==> src/rtl/cbd_pkg.sv <==
// Shared types, constants and helpers for the chunked body deframer.
package cbd_pkg;

  localparam int SIZE_BITS_DEF  = 40;
  localparam int TOTAL_BITS_DEF = 32;

  localparam int LEN_W      = 32;
  localparam int LIMIT_W    = 32;
  localparam int DIGIT_BITS = 4;   // one hex digit, radix 16
  localparam int CFG_IDX_W  = 2;

  localparam logic [LIMIT_W-1:0] BODY_LIMIT_RST = LIMIT_W'(1024 * 1024);
  localparam logic               LIMIT_EN_RST   = 1'b1;

  // configuration register indexes
  localparam logic [CFG_IDX_W-1:0] CFG_BODY_LIMIT   = CFG_IDX_W'(0);
  localparam logic [CFG_IDX_W-1:0] CFG_LIMIT_ENABLE = CFG_IDX_W'(1);

  // input beat kinds
  localparam logic [1:0] KIND_CHUNKED = 2'd0;
  localparam logic [1:0] KIND_FIXED   = 2'd1;
  localparam logic [1:0] KIND_BYTE    = 2'd2;

  // result status codes
  localparam logic [1:0] ST_PAYLOAD   = 2'd0;
  localparam logic [1:0] ST_EMPTY_END = 2'd1;
  localparam logic [1:0] ST_MALFORMED = 2'd2;
  localparam logic [1:0] ST_TOO_LARGE = 2'd3;

  // characters
  localparam logic [7:0] CH_CR   = 8'h0D;
  localparam logic [7:0] CH_LF   = 8'h0A;
  localparam logic [7:0] CH_SEMI = 8'h3B;   // ';'
  localparam logic [7:0] CH_SP   = 8'h20;
  localparam logic [7:0] CH_HT   = 8'h09;
  localparam logic [7:0] CH_FF   = 8'h0C;

  localparam logic [1:0] SKIP_LEN = 2'd2;   // chunk separator bytes

  typedef enum logic [6:0] {
    PH_IDLE  = 7'b0000001,
    PH_FIXED = 7'b0000010,
    PH_SIZE  = 7'b0000100,
    PH_TRAIL = 7'b0001000,
    PH_CR    = 7'b0010000,
    PH_DATA  = 7'b0100000,
    PH_SKIP  = 7'b1000000
  } phase_t;

  typedef struct packed {
    phase_t     phase;
    logic       digit_seen;
    logic       in_extension;
    logic       last_chunk_seen;
    logic [1:0] skip_count;
  } ctl_t;

  typedef struct packed {
    logic [1:0]       kind;
    logic [7:0]       data_byte;
    logic [LEN_W-1:0] body_length;
  } in_t;

  typedef struct packed {
    logic [7:0] payload_byte;
    logic [1:0] status;
    logic       end_of_body;
  } out_t;

  // {valid, value} of an ASCII hex digit
  function automatic logic [DIGIT_BITS:0] hex_value(input logic [7:0] b);
    logic [DIGIT_BITS:0] r;
    r = '0;
    if (b >= 8'h30 && b <= 8'h39) r = {1'b1, DIGIT_BITS'(b - 8'h30)};
    else if (b >= 8'h41 && b <= 8'h46) r = {1'b1, DIGIT_BITS'(b - 8'h37)};
    else if (b >= 8'h61 && b <= 8'h66) r = {1'b1, DIGIT_BITS'(b - 8'h57)};
    return r;
  endfunction

  // space, tab, LF, VT, FF
  function automatic logic is_blank(input logic [7:0] b);
    return (b == CH_SP) || (b >= CH_HT && b <= CH_FF);
  endfunction

endpackage

==> src/rtl/cbd_step.sv <==
// Next-state and result logic for one input beat of the deframer.
module cbd_step import cbd_pkg::*; #(
  parameter int SIZE_BITS  = SIZE_BITS_DEF,
  parameter int TOTAL_BITS = TOTAL_BITS_DEF
) (
  input  in_t                         item,
  input  logic [LIMIT_W-1:0]          body_limit,
  input  logic                        limit_enable,
  input  ctl_t                        ctl,
  input  logic [((SIZE_BITS > LEN_W) ? SIZE_BITS : LEN_W)-1:0] bytes_left,
  input  logic [SIZE_BITS-1:0]        size_accum,
  input  logic [TOTAL_BITS:0]         body_total,
  output ctl_t                        ctl_next,
  output logic [((SIZE_BITS > LEN_W) ? SIZE_BITS : LEN_W)-1:0] bytes_left_next,
  output logic [SIZE_BITS-1:0]        size_accum_next,
  output logic [TOTAL_BITS:0]         body_total_next,
  output logic                        res_valid,
  output out_t                        res
);

  localparam int LEFT_BITS = (SIZE_BITS > LEN_W) ? SIZE_BITS : LEN_W;
  localparam int WIDE_BITS = (SIZE_BITS > TOTAL_BITS + 1) ? SIZE_BITS : TOTAL_BITS + 1;
  localparam int SUM_W     = WIDE_BITS + 1;
  localparam logic [SUM_W-1:0] TOTAL_MAX = SUM_W'({(TOTAL_BITS + 1){1'b1}});

  logic [SUM_W-1:0]      total_sum;
  logic [DIGIT_BITS:0]   hex;
  logic                  acc_ovf;
  phase_t                eff_phase;
  logic [LEFT_BITS-1:0]  left_dec;
  logic [1:0]            skip_dec;

  assign total_sum = SUM_W'(body_total) + SUM_W'(size_accum);
  assign hex       = hex_value(item.data_byte);
  assign acc_ovf   = |size_accum[SIZE_BITS-1 -: DIGIT_BITS];
  assign left_dec  = (bytes_left != '0) ? bytes_left - LEFT_BITS'(1) : bytes_left;
  assign skip_dec  = (ctl.skip_count != 2'd0) ? ctl.skip_count - 2'd1 : 2'd0;

  // a CR that is not followed by LF falls back into the size line
  always_comb begin
    eff_phase = ctl.phase;
    if (ctl.phase == PH_CR) begin
      eff_phase = (ctl.digit_seen && !ctl.in_extension) ? PH_TRAIL : PH_SIZE;
    end
  end

  always_comb begin
    ctl_next        = ctl;
    bytes_left_next = bytes_left;
    size_accum_next = size_accum;
    body_total_next = body_total;
    res_valid       = 1'b0;
    res             = '0;

    case (item.kind)
      KIND_CHUNKED: begin
        ctl_next.phase           = PH_SIZE;
        ctl_next.digit_seen      = 1'b0;
        ctl_next.in_extension    = 1'b0;
        ctl_next.last_chunk_seen = 1'b0;
        ctl_next.skip_count      = 2'd0;
        bytes_left_next          = '0;
        size_accum_next          = '0;
        body_total_next          = '0;
      end

      KIND_FIXED: begin
        ctl_next.digit_seen      = 1'b0;
        ctl_next.in_extension    = 1'b0;
        ctl_next.last_chunk_seen = 1'b0;
        ctl_next.skip_count      = 2'd0;
        bytes_left_next          = '0;
        size_accum_next          = '0;
        body_total_next          = '0;
        if (limit_enable && (item.body_length > body_limit)) begin
          ctl_next.phase = PH_IDLE;
          res_valid      = 1'b1;
          res.status     = ST_TOO_LARGE;
          res.end_of_body = 1'b1;
        end else if (item.body_length == '0) begin
          ctl_next.phase = PH_IDLE;
          res_valid      = 1'b1;
          res.status     = ST_EMPTY_END;
          res.end_of_body = 1'b1;
        end else begin
          ctl_next.phase  = PH_FIXED;
          bytes_left_next = LEFT_BITS'(item.body_length);
        end
      end

      KIND_BYTE: begin
        unique case (ctl.phase) inside
          PH_FIXED: begin
            bytes_left_next  = left_dec;
            res_valid        = 1'b1;
            res.payload_byte = item.data_byte;
            res.status       = ST_PAYLOAD;
            if (left_dec == '0) begin
              ctl_next.phase  = PH_IDLE;
              res.end_of_body = 1'b1;
            end
          end

          PH_SIZE, PH_TRAIL, PH_CR: begin
            if (ctl.phase == PH_CR && item.data_byte == CH_LF) begin
              // end of size line
              if (!ctl.digit_seen) begin
                ctl_next.phase  = PH_IDLE;
                res_valid       = 1'b1;
                res.status      = ST_MALFORMED;
                res.end_of_body = 1'b1;
              end else if (size_accum == '0) begin
                ctl_next.last_chunk_seen = 1'b1;
                ctl_next.skip_count      = SKIP_LEN;
                ctl_next.phase           = PH_SKIP;
              end else if (limit_enable && (total_sum > SUM_W'(body_limit))) begin
                ctl_next.phase  = PH_IDLE;
                res_valid       = 1'b1;
                res.status      = ST_TOO_LARGE;
                res.end_of_body = 1'b1;
              end else begin
                body_total_next = (total_sum > TOTAL_MAX) ? TOTAL_MAX[TOTAL_BITS:0]
                                                          : total_sum[TOTAL_BITS:0];
                bytes_left_next = LEFT_BITS'(size_accum);
                size_accum_next = '0;
                ctl_next.phase  = PH_DATA;
              end
            end else begin
              ctl_next.phase = eff_phase;
              if (item.data_byte == CH_CR) begin
                ctl_next.phase = PH_CR;
              end else if (ctl.in_extension) begin
                // extension text is skipped
              end else if (item.data_byte == CH_SEMI) begin
                ctl_next.in_extension = 1'b1;
              end else if (is_blank(item.data_byte)) begin
                if (ctl.digit_seen) ctl_next.phase = PH_TRAIL;
              end else if (!hex[DIGIT_BITS] || eff_phase == PH_TRAIL || acc_ovf) begin
                ctl_next.phase  = PH_IDLE;
                res_valid       = 1'b1;
                res.status      = ST_MALFORMED;
                res.end_of_body = 1'b1;
              end else begin
                size_accum_next = {size_accum[SIZE_BITS-DIGIT_BITS-1:0],
                                   hex[DIGIT_BITS-1:0]};
                ctl_next.digit_seen = 1'b1;
              end
            end
          end

          PH_DATA: begin
            bytes_left_next  = left_dec;
            res_valid        = 1'b1;
            res.payload_byte = item.data_byte;
            res.status       = ST_PAYLOAD;
            if (left_dec == '0) begin
              ctl_next.skip_count = SKIP_LEN;
              ctl_next.phase      = PH_SKIP;
            end
          end

          PH_SKIP: begin
            ctl_next.skip_count = skip_dec;
            if (skip_dec == 2'd0) begin
              if (ctl.last_chunk_seen) begin
                ctl_next.phase  = PH_IDLE;
                res_valid       = 1'b1;
                res.status      = ST_EMPTY_END;
                res.end_of_body = 1'b1;
              end else begin
                ctl_next.phase        = PH_SIZE;
                ctl_next.digit_seen   = 1'b0;
                ctl_next.in_extension = 1'b0;
                size_accum_next       = '0;
              end
            end
          end

          PH_IDLE: begin
            // bytes outside a body are dropped
          end

          default: ctl_next.phase = PH_IDLE;
        endcase
      end

      default: begin
        // unused kind code, dropped
      end
    endcase
  end

endmodule

==> src/rtl/http_chunked_body_deframer.sv <==
// Top level of the HTTP request body deframer: beat registers, state and config.
// Takes one body beat per clock, unless the result register is stalled, and
// hands on payload bytes. A start beat picks fixed-length framing (count down
// body_length) or chunked framing (hex size lines, data, two dropped separator
// bytes, a zero-size chunk ends the body). Sustained rate is one beat per cycle
// while out_ready is high; each beat passes through the input register, where
// the whole state update is done in one pass, and then the result register.
// The longest path is the size-plus-running-total add and the limit compare at
// the end of a size line. Beats that cause no result (start, size line text,
// separators) leave nothing on the output. Config writes are taken every cycle
// and must only happen while the block is idle.
module http_chunked_body_deframer import cbd_pkg::*; #(
  parameter int SIZE_BITS  = SIZE_BITS_DEF,
  parameter int TOTAL_BITS = TOTAL_BITS_DEF
) (
  input  logic                 clk,
  input  logic                 rst,
  // input beats
  input  logic                 in_valid,
  output logic                 in_ready,
  input  in_t                  in_data,
  // result beats
  output logic                 out_valid,
  input  logic                 out_ready,
  output out_t                 out_data,
  // config writes
  input  logic                 cfg_valid,
  output logic                 cfg_ready,
  input  logic [CFG_IDX_W-1:0] cfg_index,
  input  logic [LIMIT_W-1:0]   cfg_data
);

  localparam int LEFT_BITS = (SIZE_BITS > LEN_W) ? SIZE_BITS : LEN_W;

  // config registers
  logic [LIMIT_W-1:0] body_limit;
  logic               limit_enable;

  // input register
  in_t  in_q;
  logic in_q_valid;

  // parser state
  ctl_t                  ctl;
  logic [LEFT_BITS-1:0]  bytes_left;
  logic [SIZE_BITS-1:0]  size_accum;
  logic [TOTAL_BITS:0]   body_total;

  ctl_t                  ctl_next;
  logic [LEFT_BITS-1:0]  bytes_left_next;
  logic [SIZE_BITS-1:0]  size_accum_next;
  logic [TOTAL_BITS:0]   body_total_next;
  logic                  res_valid;
  out_t                  res;

  logic proc_fire;

  // the held beat is worked on once the result register has room
  assign proc_fire = in_q_valid && (!out_valid || out_ready);
  assign in_ready  = !in_q_valid || proc_fire;
  assign cfg_ready = 1'b1;

  always_ff @(posedge clk) begin
    if (rst) begin
      body_limit   <= BODY_LIMIT_RST;
      limit_enable <= LIMIT_EN_RST;
    end else if (cfg_valid && cfg_ready) begin
      unique case (cfg_index)
        CFG_BODY_LIMIT:   body_limit   <= cfg_data;
        CFG_LIMIT_ENABLE: limit_enable <= cfg_data[0];
        default: ;
      endcase
    end
  end

  // input register
  always_ff @(posedge clk) begin
    if (rst) begin
      in_q_valid <= 1'b0;
    end else if (in_ready) begin
      in_q_valid <= in_valid;
    end
  end

  always_ff @(posedge clk) begin
    if (in_ready && in_valid) begin
      in_q <= in_data;
    end
  end

  cbd_step #(
    .SIZE_BITS  (SIZE_BITS),
    .TOTAL_BITS (TOTAL_BITS)
  ) u_step (
    .item            (in_q),
    .body_limit      (body_limit),
    .limit_enable    (limit_enable),
    .ctl             (ctl),
    .bytes_left      (bytes_left),
    .size_accum      (size_accum),
    .body_total      (body_total),
    .ctl_next        (ctl_next),
    .bytes_left_next (bytes_left_next),
    .size_accum_next (size_accum_next),
    .body_total_next (body_total_next),
    .res_valid       (res_valid),
    .res             (res)
  );

  // parser state advances once per processed beat
  always_ff @(posedge clk) begin
    if (rst) begin
      ctl.phase           <= PH_IDLE;
      ctl.digit_seen      <= 1'b0;
      ctl.in_extension    <= 1'b0;
      ctl.last_chunk_seen <= 1'b0;
      ctl.skip_count      <= 2'd0;
      bytes_left          <= '0;
      size_accum          <= '0;
      body_total          <= '0;
    end else if (proc_fire) begin
      ctl        <= ctl_next;
      bytes_left <= bytes_left_next;
      size_accum <= size_accum_next;
      body_total <= body_total_next;
    end
  end

  // result register
  always_ff @(posedge clk) begin
    if (rst) begin
      out_valid <= 1'b0;
    end else if (proc_fire) begin
      out_valid <= res_valid;
    end else if (out_ready) begin
      out_valid <= 1'b0;
    end
  end

  always_ff @(posedge clk) begin
    if (proc_fire && res_valid) begin
      out_data <= res;
    end
  end

`ifndef NO_ASSERTIONS
  // a new result only appears after a beat was processed
  a_result_source: assert property (@(posedge clk) disable iff (rst)
    $rose(out_valid) |-> $past(proc_fire))
    else $error("result appeared without a processed beat");

  // non-payload results always close the body and carry a zero byte
  a_status_end: assert property (@(posedge clk) disable iff (rst)
    (out_valid && out_data.status != ST_PAYLOAD) |->
      (out_data.end_of_body && out_data.payload_byte == 8'd0))
    else $error("status result without end of body");

  // input stalls only when both registers are full and the output is stalled
  a_stall_cause: assert property (@(posedge clk) disable iff (rst)
    !in_ready |-> (in_q_valid && out_valid && !out_ready))
    else $error("input stalled without a full pipeline");

  // data phases never sit with an exhausted count
  a_count_live: assert property (@(posedge clk) disable iff (rst)
    (ctl.phase == PH_DATA || ctl.phase == PH_FIXED) |-> (bytes_left != '0))
    else $error("data phase with zero bytes left");
`endif

endmodule

==> config.mk <==
export PLATFORM = sky130hd
export DESIGN_NAME = http_chunked_body_deframer
export DESIGN_NICKNAME = d
export VERILOG_FILES = /design/src/rtl/cbd_pkg.sv /design/src/rtl/cbd_step.sv /design/src/rtl/http_chunked_body_deframer.sv
export SDC_FILE = /design/constraint.sdc
export NUM_CORES = 1
export LEC_CHECK = 0
export BUFFER_PORTS_ARGS = -buffer_cell sky130_fd_sc_hd__buf_2
export CELL_PAD_IN_SITES_DETAIL_PLACEMENT = 1
export CELL_PAD_IN_SITES_GLOBAL_PLACEMENT = 1
export CORE_ASPECT_RATIO = 0.75
export CORE_MARGIN = 3
export CORE_UTILIZATION = 50
export CTS_CLUSTER_DIAMETER = 80
export DETAILED_ROUTE_END_ITERATION = 8
export HOLD_SLACK_MARGIN = 0.02
export PLACE_DENSITY = 0.86
export SLEW_MARGIN = 10
export SYNTH_ARGS = -nofsm -noshare
export SYNTH_HDL_FRONTEND = slang
export SYNTH_SLANG_ARGS = --single-unit
export TNS_END_PERCENT = 20
==> constraint.sdc <==
create_clock -name clk -period 10.2 [get_ports clk]
set_clock_uncertainty 0.2 [all_clocks]
set_input_delay 2.04 -clock clk [delete_from_list [all_inputs] [get_ports clk]]
set_output_delay 2.04 -clock clk [all_outputs]
set_load 0.005 [all_outputs]
# Word level (Yosys, flattened, before mapping)
# Index checks and enable logic that the tools add are counted.
[totals] regBits=213 output_inout_bits=14
[classes] addsub=6 order_cmp=11 n_eq_ne=48 muxes=100 reduce_logical=46
[op_table] operator="40-bit two-way mux" n=16
[op_table] operator="40-bit one-hot mux with 2 select lines" n=3
[op_table] operator="33-bit two-way mux" n=6
[op_table] operator="40-bit one-hot mux with 3 select lines" n=1
[op_table] operator="40-bit logical NOT" n=2
[op_table] operator="7-bit two-way mux" n=11
[op_table] operator="33-bit one-hot mux with 2 select lines" n=1
[op_table] operator="32-bit two-way mux" n=2
[op_table] operator="3-bit two-way mux" n=15
[op_table] operator="3-bit != test, second input constant" n=14
[op_table] operator="33-bit by 40-bit adder with 41-bit output" n=1
[op_table] operator="41-bit by 32-bit > comparator with 1-bit output" n=1
[op_table] operator="41-bit by 33-bit > comparator with 1-bit output, second input constant" n=1
[op_table] operator="40-bit nonzero test" n=1
[op_table] operator="40-bit by 1-bit subtractor with 40-bit output, second input constant" n=1
[op_table] operator="12-bit one-hot mux with 3 select lines" n=1
[op_table] operator="7-bit one-hot mux with 5 select lines" n=1
[op_table] operator="32-bit > comparator" n=1
[op_table] operator="32-bit logical NOT" n=1
[op_table] operator="7-bit AND reduction" n=4
[op_table] operator="1-bit two-way mux" n=20
[op_table] operator="4-bit by 3-bit != test with 1-bit output, second input constant" n=5
[op_table] operator="9-bit two-way mux" n=2
[op_table] operator="8-bit by 4-bit equality test with 1-bit output, second input constant" n=2
[op_table] operator="other kinds (47)" n=98

# Longest topological paths before layout
# Gate-level depths: netlist of run 1.
[depth] word_depth=17 depth_mapped=22

# Modules after synthesis
# Synthesis of run 1 repeated with hierarchy kept, for this count alone.
[hier_totals] hier_cells=2206 area_unflattened_um2=17613.1
[modules_own_cells] module="cbd_step" n_inst=1 cells_per_inst=1451 area_per_inst_um2=9177.6 seq_area_each_um2=0.0
[modules_own_cells] module="http_chunked_body_deframer" n_inst=1 cells_per_inst=755 area_per_inst_um2=8435.6 seq_area_each_um2=4794.6

# Worst setup path after synthesis of run 1
# OpenSTA, ideal clock, no wires.
[synth_path] kind="register to register" startpoint="reg size_accum[0]" endpoint="reg out_data[0] (netlist bit) (enable)" setup_ns=0.397 t_arrival_ns=4.771 path_slack_ns=4.832 stages_incl_launch_ff=22 path_cell_list="dfxtp_1 > ha_1 > inv_1 > fa_1 > nand2b_1 > a21oi_1 > nor2_1 > o211ai_1 > or3_1 > nand2_1 > xnor2_1 > ha_1 > nand4_1 > nor4_1 > o21ai_0 > a31o_2 > o211ai_1 > a21oi_1 > o22a_1 > a31oi_1 > nor3_1 > a211oi_1"
[synth_via] elab_chain_cells=10 word_cells_on_any_way=11
[synth_lines] element="start, declared" line_no="http_chunked_body_deframer.sv:46" text="logic [SIZE_BITS-1:0] size_accum;"
[synth_lines] element="start signal, assigned" line_no="http_chunked_body_deframer.sv:124" text="size_accum <= size_accum_next;"
[synth_lines] element="33-bit by 40-bit adder with 41-bit output" line_no="cbd_step.sv:33" text="assign total_sum = SUM_W'(body_total) + SUM_W'(size_accum);"
[synth_lines] element="41-bit by 32-bit > comparator with 1-bit output" line_no="cbd_step.sv:116" text="end else if (limit_enable && (total_sum > SUM_W'(body_limit))) begin"
[synth_lines] element="1-bit logical AND" line_no="cbd_step.sv:116"
[synth_lines] element="1-bit two-way mux" line_no="cbd_step.sv:116"
[synth_lines] element="1-bit two-way mux (*)" line_no="cbd_step.sv:112" text="end else if (size_accum == '0) begin"
[synth_lines] element="1-bit two-way mux (*)" line_no="cbd_step.sv:107" text="if (!ctl.digit_seen) begin"
[synth_lines] element="1-bit two-way mux (*)" line_no="cbd_step.sv:105" text="if (ctl.phase == PH_CR && item.data_byte == CH_LF) begin"
[synth_lines] element="1-bit one-hot mux with 3 select lines (*)" line_no="cbd_step.sv:92" text="unique case (ctl.phase) inside"
[synth_lines] element="1-bit one-hot mux with 2 select lines (*)" line_no="cbd_step.sv:55" text="case (item.kind)"
[synth_lines] element="1-bit logical AND (*)" line_no="http_chunked_body_deframer.sv:141" text="if (proc_fire && res_valid) begin"
[synth_lines] element="end signal, assigned" line_no="http_chunked_body_deframer.sv:142" text="out_data <= res;"
[synth_lines] element="end, declared" line_no="http_chunked_body_deframer.sv:25" text="output out_t out_data,"
# Every way passes the cells marked *; elsewhere a longest branch is shown, timed or not.
# A chain may end at the register's enable or synchronous reset.

# Final worst setup path of run 1
# Same ends and word-level chain as after synthesis.

==> run summary, run 1 <==
The standard-cell row count came out at between 50 and 60. After routing the design area is roughly 16000 um^2. TritonCTS built the clock tree. The leakage power summed over all cells is 6.10 nW. The run finished with clean final reports. Setup violations remaining at the end of the flow were counted as 0.

The power per standard cell area is between 100 and 150 nW/um^2. The remaining antenna violation count is 0. The fraction of the cycle the final worst path needs came out at 0.615. In this run the tightest slew margin relative to its limit is 0.267.

Of the total synthesized cell area, the portion taken by XOR and XNOR cells is 0.0376. The required time at the endpoint of the critical path is a little over 10 ns. The sequential element share of the synthesized area came out at 0.337. Setup repair after global routing left no endpoint under its margin. The number of I/O port buffers came out at 93. The critical path goes through ha_1 -> inv_1 -> fa_1 -> nand2b_1 -> a21oi_1 -> nor2_1 -> o211ai_1 -> or3_1 -> nand2_1 -> xnor2_1 -> ha_1 -> nand4_1 -> nor4_1 -> o21ai_0 -> a31o_2 -> o211ai_1 -> a21oi_1 -> o22a_1 -> a31oi_1 -> nor3_1 -> a211oi_2. The post-layout minimum cycle time is around 6.3 ns.

The total clock buffers created by CTS came out at 25. The number of vias after detailed routing is approximately 15k. Based on the critical path, the design can be clocked at up to approximately 160 MHz. The worst-case clock buffer depth is 3. The number of levels the H-tree was split into came out at 1. The wire length of the first global-routing pass is 86800 um. The worst slack on hold paths came out at approximately 0.25 ns.

Clock latency on the worst-skew pair, taken at its later pin, is 0.56 ns. Dividing the detail-routed via count by the number of cells gives between 6 and 7. The number of nets in the synthesized netlist is between 1.5k and 2k. sky130_fd_sc_hd__dfxtp_1 takes more of the synthesized area than any other cell. The layout cell share with drive strength beyond 1 is 0.111. The final core utilization is 0.575. The half-perimeter wire length after placement is 41200 um. The number of global-route vias before repair is between 10k and 15k. For this design, the sink count on the clock tree is around 210. For the worst setup path, the data arrival time is ~6.3 ns. For this run, the number of Yosys warnings is 0. The slew at the pin closest to its max-slew limit is between 1 and 1.5 ns. The initial antenna violation count came out at 0. The height of the die is about 150 um. The kind of end point of the critical path is a flop. The most common cell after layout, fill and taps aside is sky130_fd_sc_hd__nand2_1. Synthesis produced between 1.5k and 2k cells. The most used flip-flop cell after synthesis is sky130_fd_sc_hd__dfxtp_1. A synthesized cell averages 8.14 um^2. The starting utilization of the core area is 0.517. The worst setup path is launched from a flop. The classification of the worst setup path is flop to flop.

From synthesis to final layout, the design area changed by 11.1%. The die outline width is approximately 200 um. The count of placed standard cells in the final layout, fillers left out came out at between 2k and 2.5k. The cell count after placement came out at ~2.1k. The largest fanout on the critical path came out at 11.

The repair_antennas step left the layout with diodes totalling 0. The final number of max-transition violations is 0. The placed instances occupy a cell area of roughly 15000 um^2.

The wire length after detailed routing came out at ~56000 um. By area the synthesized netlist is led by sky130_fd_sc_hd__dfxtp_1 23%, sky130_fd_sc_hd__edfxtp_1 11%, sky130_fd_sc_hd__ha_1 9.3%, sky130_fd_sc_hd__nand2_1 7.3%, sky130_fd_sc_hd__a21oi_1 4.5%. The largest voltage drop on the vdd net came out at ~0.17 mV.

The slowest cell on the critical path is sky130_fd_sc_hd__a211oi_2. After clock tree synthesis, the setup repair step added 0 buffers. The floorplan core area came out at ~27000 um^2. The synthesized design contains 53 enable-type register cells.

The hold violation count in the final report came out at 0. In this run the worst hold path is classified as flop to flop. The area share of the leading cell type in the synthesized netlist is 0.225. By area, the combinational part of the netlist is dominated by compound AO/OA/AOI/OAI gates. The cts-stage hold buffer count came out at 0. The share of synthesized area spent on multiplexers came out at 0.00731. The cell sitting at the root of the clock tree is a sky130_fd_sc_hd__clkbuf_16. The pin count of the biggest net entering global routing is about 70. After detailed routing, the number of remaining DRC violations is 0. The synthesized area came out at approximately 14000 um^2. The floorplan die area is approximately 30000 um^2.

The number of top-level pins came out at 95. The number of detailed-routing iterations run before antenna repair came out at 5. The sum of negative setup slack came out at 0 ns. The simple-gate area share of the yosys netlist is 0.225. The residual overflow from global routing is 0.

Routability-driven placement finished with a final weighted congestion of 0.992. For this block, the initial DRC count from the detailed router was approximately 1.5k. The share of synthesized cell area in full adder, half adder and majority cells is 0.0948.

The max-cap check violation count came out at 0. In this design, the stage delay of the slowest critical-path cell is around 0.85 ns. After synthesis, the netlist uses 96 different library cells. In the layout the commonest cells are 275 x sky130_fd_sc_hd__nand2_1, 160 x sky130_fd_sc_hd__dfxtp_1, 129 x sky130_fd_sc_hd__o21ai_0, 127 x sky130_fd_sc_hd__a21oi_1, 105 x sky130_fd_sc_hd__ha_1.

Across every metal layer, demand over resource in global routing totals 0.355. In this run, post-CTS repair resized a total of 0 instances. After synthesis the netlist holds a flip-flop and latch count of ~210.

The total number of nets in the final design is between 1.5k and 2k. The post-synthesis compound-gate area fraction is 0.248. The share of flip-flops with an asynchronous set or reset after synthesis is 0. The clock slew at the register clock pins of the worst setup and hold paths came out at approximately 0.060 ns. In the final routed layout, each cell accounts on average for between 20 and 30 um.
-- through the flow --
step / worst slack (ns) / power [mW]
CTS: 3.99 / 2.12
detailed placement: 4.02 / 1.19
global route: 3.37 / 2.19
floorplan: 4.83 / 1.09
finish: 3.93 / 2.12
global placement: 4.32 / 1.18
-- cell type report --
| class | instances | area, um^2 |
|---|---|---|
| timing repair buffer | 108 | 578 |
| multi-input combinational | 1354 | 8760 |
| sequential | 213 | 4790 |
| inverter | 91 | 342 |
| fill | 3397 | 11700 |
| clock buffer | 33 | 697 |
| tap | 378 | 473 |
| clock inverter | 13 | 143 |
-- critical path: cells and delay by family (launching register included) --
kind	cells	cell delay, ns
compound gates	9	2.76
buf+inv	1	0.06
simple gates	7	1.36
xor+xnor	1	0.16
fa+ha+maj	3	0.91
flops	1	0.42
-- per-layer routing --
metal,vias to the layer above,share of wire,GRT usage
met5,-,0,0
met4,0,0.045,0.141
met3,152,0.097,0.0644
met2,795,0.44,0.550
met1,7186,0.42,0.492
li1,6542,-,-
-- cells in the mapped netlist, types with 9 or more instances --
cell type	instances
sky130_fd_sc_hd__xnor2_1	46
sky130_fd_sc_hd__o31ai_1	17
sky130_fd_sc_hd__clkbuf_1	72
sky130_fd_sc_hd__o21a_1	14
sky130_fd_sc_hd__nor3_1	35
sky130_fd_sc_hd__nor4_1	31
sky130_fd_sc_hd__a31oi_1	12
sky130_fd_sc_hd__dfxtp_1	160
sky130_fd_sc_hd__o21ai_0	129
sky130_fd_sc_hd__inv_1	90
sky130_fd_sc_hd__and3_1	10
sky130_fd_sc_hd__a22o_1	29
sky130_fd_sc_hd__edfxtp_1	53
sky130_fd_sc_hd__nand2_1	275
sky130_fd_sc_hd__nor2b_1	12
sky130_fd_sc_hd__o211ai_1	21
sky130_fd_sc_hd__nor2_1	90
sky130_fd_sc_hd__a211oi_1	14
sky130_fd_sc_hd__or4_1	9
sky130_fd_sc_hd__ha_1	106
sky130_fd_sc_hd__xor2_1	15
sky130_fd_sc_hd__nand4_1	48
sky130_fd_sc_hd__nand2b_1	42
sky130_fd_sc_hd__or2_2	9
sky130_fd_sc_hd__a22oi_1	29
sky130_fd_sc_hd__or3_1	16
sky130_fd_sc_hd__o32ai_1	33
sky130_fd_sc_hd__nand3_1	24
sky130_fd_sc_hd__buf_2	12
sky130_fd_sc_hd__a21o_1	22
sky130_fd_sc_hd__a21oi_1	129
-- final timing paths --
check | startpoint | endpoint | slack, ns | cells past startpoint
max | size_accum[0] | out_data[0] | 3.93 | 21
min | body_limit[25] | body_limit[25] | 0.25 | 2
max reg2reg | size_accum[0] | out_data[0] | 3.93 | 21
min reg2reg | body_limit[25] | body_limit[25] | 0.25 | 2
-- power breakdown --
part           internal [mW]  switching [mW]
logic                 0.0928           0.183
registers              0.887          0.0271
clock network          0.537           0.393
-- cell families after synthesis --
family | count (synthesis)
fa+ha+maj | 107
mux | 10
simple gates | 646
xor+xnor | 61
other cells | 1
compound gates | 529
buf+inv | 178
flops | 213
-- sequential cells by signal (all words and copies together) (netlist names), 11 cells and up --
| signal | cells |
|---|---|
| in_q | 42 |
| body_limit | 32 |
| bytes_left | 40 |
| size_accum | 40 |
| ctl | 12 |
| out_data | 11 |
| body_total | 33 |
Note: power is estimated with default switching activity, not from simulation.
==> run 2, diff against run 1 <==
Settings changed: CORE_UTILIZATION 50 to 42, PLACE_DENSITY 0.86 to 0.77.
Clock period 10.2 ns to 5.1 ns, I/O delays scaled along.
==> run summary, run 2 (synthesized netlist as in run 1, its figures left out) <==
The largest registers in the layout are in_q x42, bytes_left x40, size_accum x40. The floorplan core area came out at 32900 um^2. The net load switching power came out at between 1 and 1.5 mW. Setup violations remaining at the end of the flow were counted as 43. The initial utilization of the core area, before any placement, comes to 0.432. Setup repair after global routing could not meet its margin everywhere. The required time at the endpoint of the critical path came out at roughly 5.3 ns. The die outline width is approximately 220 um.

For this block, the initial DRC count from the detailed router was around 1.5k. The total number of nets in the final design came out at approximately 2.1k. The pin count of the biggest net entering global routing came out at between 60 and 70.

After clock tree synthesis, the clock-pin slew on the worst setup and hold paths is around 0.06 ns. The total clock buffers created by CTS is 25. The clock latency at the later pin of the worst-skew pair is 0.57 ns. The number of global-route vias before repair came to approximately 15k. The met3 layer usage reported by global route is 0.0569. The global routing met2 resource utilization is 0.499.

The slowest cell on the critical path is sky130_fd_sc_hd__dfxtp_2. The standard-cell row count is 57. The classification of the worst setup path is flop to flop. The summed area of non-filler cells in the final layout is 17600 um^2.

Input and output buffers added on the ports amount to 93. The congestion estimate from routability-driven global placement came to about 0.97. The initial antenna violation count came out at 0. The proportion of power drawn by combinational gates came out at 0.142.

The kind of end point of the critical path is a flop. The clock passes through at most 3 buffers. Leaving out fill and tap cells, the most frequent cell in the layout is sky130_fd_sc_hd__nand2_1.

Of the cells placed in the final design, the portion with a size suffix greater than 1 is 0.213. After detailed routing, the number of remaining DRC violations is 0. The worst endpoint data arrival time is about 5.4 ns. The worst setup margin is -0.0981 ns. The sum of buffers and inverters on the critical path is 6. For this design the ratio of total power to cell area is 252 nW/um^2. In the final routed layout, each cell accounts on average for ~26 um. The fraction of the cycle the final worst path needs came out at 1.02. The number of detailed-routing iterations run before antenna repair came out at 5. The floorplan die area is 36100 um^2. The checks that failed: setup timing. The number of vias after detailed routing is 15.4k. The proportion of power drawn by the clock network came out at 0.443. Internal power comes to 3.16 mW. The area overhead of the layout relative to synthesis came out at 23.5%.

The max-cap check violation count is 0. The final number of max-transition violations is 0. For the pin with the worst max-slew slack, the measured transition is 1.16 ns. After global routing the overflow that remains totals 0. The fill cell total of the finished layout came out at about 4k.

The via count normalized by instance count is between 6 and 7. The leakage power summed over all cells came out at slightly below 7 nW. For the finished layout, the period the worst path requires is about 5.2 ns. After global routing, the most crowded layer is met2. The worst setup path is launched from a flop. The flow ran to the end, but the final reports show violations.

The wire-length estimate of the detail-placed layout is approximately 45000 um. The hold violation count in the final report came out at 0. The total cell area at the placement stage is about 16000 um^2. The met1 usage in global routing is 0.466. TritonCTS built the clock tree. The post-placement worst setup slack came out at -0.283 ns. in_q holds more flip-flops than any other register.

In the layout the commonest cells are 275 x sky130_fd_sc_hd__nand2_1, 149 x sky130_fd_sc_hd__dfxtp_1, 135 x sky130_fd_sc_hd__buf_4, 119 x sky130_fd_sc_hd__o21ai_0, 116 x sky130_fd_sc_hd__a21oi_1. The largest fanout on the critical path is 8. The switching fraction of total power is 0.285.

The wire length of the first global-routing pass came out at around 91000 um. In this run the tightest slew margin relative to its limit is 0.227. The type of the most critical hold path is flop to flop.

The remaining antenna violation count came out at 0. The wire length after detailed routing came out at just over 60000 um. The largest incremental delay on the critical path is 0.36 ns. The final core utilization came out at 0.534. The flip-flop count of the largest register after layout is 42.

The fraction of power consumed by sequential logic came out at 0.415. The clock drives 213 sinks. The overall global routing resource usage is 0.324. In this design, the critical path's most frequently occurring cell is sky130_fd_sc_hd__buf_4. between 90 and 100 I/O pins were placed. Among cell families on the critical path, the largest total delay comes from compound AO/OA/AOI/OAI gates. The peak clock frequency supported by timing came out at 192 MHz. The floorplan step set the die height to ~170 um. Across the VDD grid, the largest voltage drop is between 0.2 and 0.3 mV. The number of levels the H-tree was split into came out at 1. The number of diodes is 0. The root buffer cell chosen for the clock tree is sky130_fd_sc_hd__clkbuf_16.
## run 2: cell count changes in the layout (fill, tap and decap cells not counted), sizes merged
cell / before / now
buf: 108 / 239
clkbuf: 33 / 39
clkinvlp: 1 / 2
clkinv: 10 / 4
## run 2: worst min-delay path, stage by stage, from the launching register on
cell and delay [ns]:
sky130_fd_sc_hd__dfxtp_1 0.31, sky130_fd_sc_hd__nand2_1 0.05, sky130_fd_sc_hd__a21oi_1 0.05
## run 2: power groups by stage
stage               clock network [mW]  registers, mW  logic [mW]
CTS                               1.97           1.83       0.580
finish                            1.96           1.83       0.625
floorplan                            0           1.83       0.348
global route                      2.04           1.83       0.661
global placement                     0           1.86       0.544
detailed placement                   0           1.87       0.568
## run 2: timing repair
item,CTS,global route
setup endpoints to repair,128,130
gates cloned,1,2
gates resized for setup,29,87
hold buffers,0,0
pin swaps,15,33
setup buffers,8,22
## run 2: layout make-up
type                            count  area, um^2  area share
Multi-Input combinational cell   1354        9280       0.529
Sequential cell                   213        4810       0.274
Timing Repair Buffer              240        1680      0.0957
Clock buffer                       38         777      0.0443
Tap cell                          442         553      0.0315
Inverter                           91         342      0.0195
Clock inverter                      8         110     0.00627
## run 2: worst paths after layout
path,startpoint,depth (start not counted),slack [ns],to
worst max-delay path,body_total[0],25,-0.1,bytes_left[19]
worst min-delay path,body_limit[14],2,0.26,body_limit[14]
worst max register to register,body_total[0],25,-0.1,bytes_left[19]
worst min register to register,body_limit[14],2,0.26,body_limit[14]
## run 2: stage by stage
stage	hold slack (ns)	setup TNS, ns	std cells	total power, mW
6_report	0.257	-2.66	2386	4.42
5_1_grt	0.269	-12.23	2386	4.53
4_1_cts	0.258	0	2362	4.37
3_5_place_dp	0.250	-15.24	2307	2.43
3_3_place_gp	0.245	-2.38	2307	2.41
2_1_floorplan	0.236	0	1745	2.18
## run 2: routing by layer
layer  vias up  wire [um]  part of all wire
met3       162       6150             0.099
met4         0       2230             0.036
met2       775      27100              0.44
li1       6807          -                 -
met5         -          0                 0
met1      7700      26800              0.43
==> run 3, diff against run 2 <==
Settings changed: CORE_UTILIZATION 42 to 26, PLACE_DENSITY 0.77 to 0.52.
==> run summary, run 3 (synthesized netlist as in run 1, its figures left out) <==
At the worst endpoint, the arrival time is approximately 5.3 ns. Measured along the y axis, the die boundary spans 208 um. The repair_antennas step left the layout with diodes totalling 0. The register with the most flip-flops in the final layout is in_q.

The fraction of power consumed by sequential logic came out at 0.415. TritonCTS built the clock tree. For this run, the total global-route usage over all layers was measured as 0.215. The switching fraction of total power is 0.290. The number of top-level pins came out at 95. The first global-routing pass estimated roughly 94000 um of wire. The pin count of the biggest net entering global routing came out at 64. The cell internal power dissipation came out at roughly 3.1 mW.

The total overflow left after global routing is 0. The DRC violation count after routing came out at 0. Detailed routing inserted a total of roughly 15k vias.

Clock-pin slew was measured on the worst setup and hold paths at about 0.060 ns. The count of buffers added on input and output ports is just over 90. The fraction of the cycle the final worst path needs came out at 0.981. The type of the most critical hold path is flop to flop. The slew at the pin closest to its max-slew limit is 1.06 ns.

The final number of max-transition violations came to 0. The register-to-register path setup slack came out at 0.09 ns. The number of sinks on the clock net is approximately 210. The net load switching power came out at 1.28 mW. The classification of the worst setup path is flop to flop.

The floorplan core area is between 50000 and 60000 um^2. The proportion of power drawn by the clock network came out at 0.443. Setup repair after global routing could not meet its margin everywhere. The total clock buffers created by CTS came out at 28. The via count normalized by instance count came out at about 5.4.

The cts-stage hold buffer count came out at 0. The post-placement worst setup slack came out at -0.421 ns. The die outline width came out at ~280 um. The detail route stage leaves a number of antenna-violating nets equal to 0.

The largest fanout on the critical path is 32. The path depth of the worst reg2reg path came out at 21. The count of placed standard cells in the final layout, fillers left out is 2674.

The area overhead of the layout relative to synthesis came out at 26.6%. The first routing iteration left around 1.2k violations. The clock latency at the later pin of the worst-skew pair came out at 0.60 ns. In this run the static leakage power is 7.06 nW.

The run finished with clean final reports. The largest registers in the layout are in_q x42, bytes_left x40, size_accum x40. The standard-cell row count came out at between 70 and 80. The worst setup path is captured at a flop. The nature of the critical path startpoint is a flop. The cell count after placement is 2605. The floorplan die area is approximately 58000 um^2. The worst setup margin came out at 0.0950 ns. The global placer's final weighted congestion is between 0.8 and 0.9. The half-perimeter wire length after placement came out at 48700 um.

The power per standard cell area is between 200 and 250 nW/um^2. The initial antenna violation count is 0. The flip-flop count of the largest register after layout is 42. The starting utilization of the core area came out at 0.265. The total number of nets in the final design came out at ~2.1k. The required time at the endpoint of the critical path came out at between 5 and 6 ns. The peak clock frequency supported by timing is 200 MHz. The hold violation count in the final report was 0. The post-layout minimum cycle time came out at 5.01 ns. The setup-violating endpoint count in the final report is 0. The proportion of power drawn by combinational gates came out at 0.142.

The largest voltage drop on the vdd net is 0.232 mV. The clock passes through at most 3 buffers. The cell sitting at the root of the clock tree is a sky130_fd_sc_hd__clkbuf_16.

Leaving out fill and tap cells, the most frequent cells in the layout are 274 x sky130_fd_sc_hd__nand2_1, 153 x sky130_fd_sc_hd__dfxtp_1, 146 x sky130_fd_sc_hd__buf_4, 119 x sky130_fd_sc_hd__a21oi_1, 97 x sky130_fd_sc_hd__ha_1. The wire length after detailed routing came out at between 60000 and 70000 um. CTS built an H-tree with a depth of 1. The number of global-route vias before repair is approximately 14k.

Max-cap violations in this run came to 0. For this run, the detailed router's first-pass iteration total came to 5. The layout cell share with drive strength beyond 1 came out at 0.210. The average wire per standard cell came out at around 24 um. The worst hold path cell count came out at 2. The worst-case headroom to the max-slew limit is 0.297.

The library cell used most frequently in the layout, excluding fill and tap cells, is sky130_fd_sc_hd__nand2_1.
run 3: critical path, stage by stage, from the launching register on:
cell,delay (ns)
sky130_fd_sc_hd__dfxtp_1,0.36
sky130_fd_sc_hd__ha_1,0.36
sky130_fd_sc_hd__a21o_1,0.26
sky130_fd_sc_hd__nor2_4,0.13
sky130_fd_sc_hd__o211ai_1,0.10
sky130_fd_sc_hd__buf_4,0.16
sky130_fd_sc_hd__or3_4,0.42
sky130_fd_sc_hd__a31o_4,0.26
sky130_fd_sc_hd__buf_4,0.15
sky130_fd_sc_hd__a31oi_4,0.18
sky130_fd_sc_hd__xnor2_2,0.10
sky130_fd_sc_hd__buf_4,0.14
sky130_fd_sc_hd__ha_1,0.28
sky130_fd_sc_hd__a21o_1,0.17
sky130_fd_sc_hd__a21oi_2,0.15
sky130_fd_sc_hd__o21ai_2,0.08
sky130_fd_sc_hd__a21oi_2,0.23
sky130_fd_sc_hd__o22a_2,0.26
sky130_fd_sc_hd__nand3_2,0.14
sky130_fd_sc_hd__o21a_1,0.26
sky130_fd_sc_hd__buf_12,0.19
sky130_fd_sc_hd__o32ai_1,0.31
run 3: layer usage:
metal  wire, um  track usage
met1      32700        0.336
met2      25800        0.304
met3       3670       0.0370
met4       1210       0.0411
met5          0            0
run 3: per-stage QoR:
| stage | instance area, um^2 | utilization | setup TNS [ns] | hold slack (ns) | power [mW] |
|---|---|---|---|---|---|
| 2_1_floorplan | 14200 | - | 0 | 0.236 | 2.18 |
| 3_3_place_gp | 16400 | 0.306 | -16.36 | 0.246 | 2.44 |
| 3_5_place_dp | 16400 | 0.306 | -29.92 | 0.251 | 2.45 |
| 4_1_cts | 17700 | 0.330 | 0 | 0.259 | 4.44 |
| 5_1_grt | 18000 | 0.336 | -4.27 | 0.277 | 4.57 |
| 6_report | 18000 | 0.336 | 0 | 0.255 | 4.41 |
run 3: what timing repair did:
item                                    4_1_cts  5_1_grt
endpoints found under the setup margin      130      128
setup buffers                                 7        9
pin swaps                                    22       33
cloned                                        4        1
hold endpoints to repair                      0        0
gates resized for setup                      56       72
run 3: power by group through the flow:
stage                     registers, mW  clock network (mW)  logic [mW]
after CTS                          1.83                2.00       0.608
after global placement             1.87                   0       0.568
final                              1.83                1.96       0.625
after detailed placement           1.87                   0       0.579
after floorplan                    1.83                   0       0.348
after global routing               1.84                2.06       0.672
run 3: worst paths after layout:
check / startpoint / end
worst max-delay path: size_accum[5] / bytes_left[20]
worst min register to register: body_limit[30] / body_limit[30]
worst max register to register: size_accum[5] / bytes_left[20]
worst min-delay path: body_limit[30] / body_limit[30]
run 3: area by class of cell:
| class | count | area (um^2) |
|---|---|---|
| clock buffer | 44 | 801 |
| clock inverter | 7 | 90.1 |
| fill | 6410 | 35500 |
| inverter | 91 | 342 |
| multi-input combinational | 1354 | 9190 |
| sequential | 213 | 4800 |
| tap | 712 | 891 |
| timing repair buffer | 253 | 1860 |
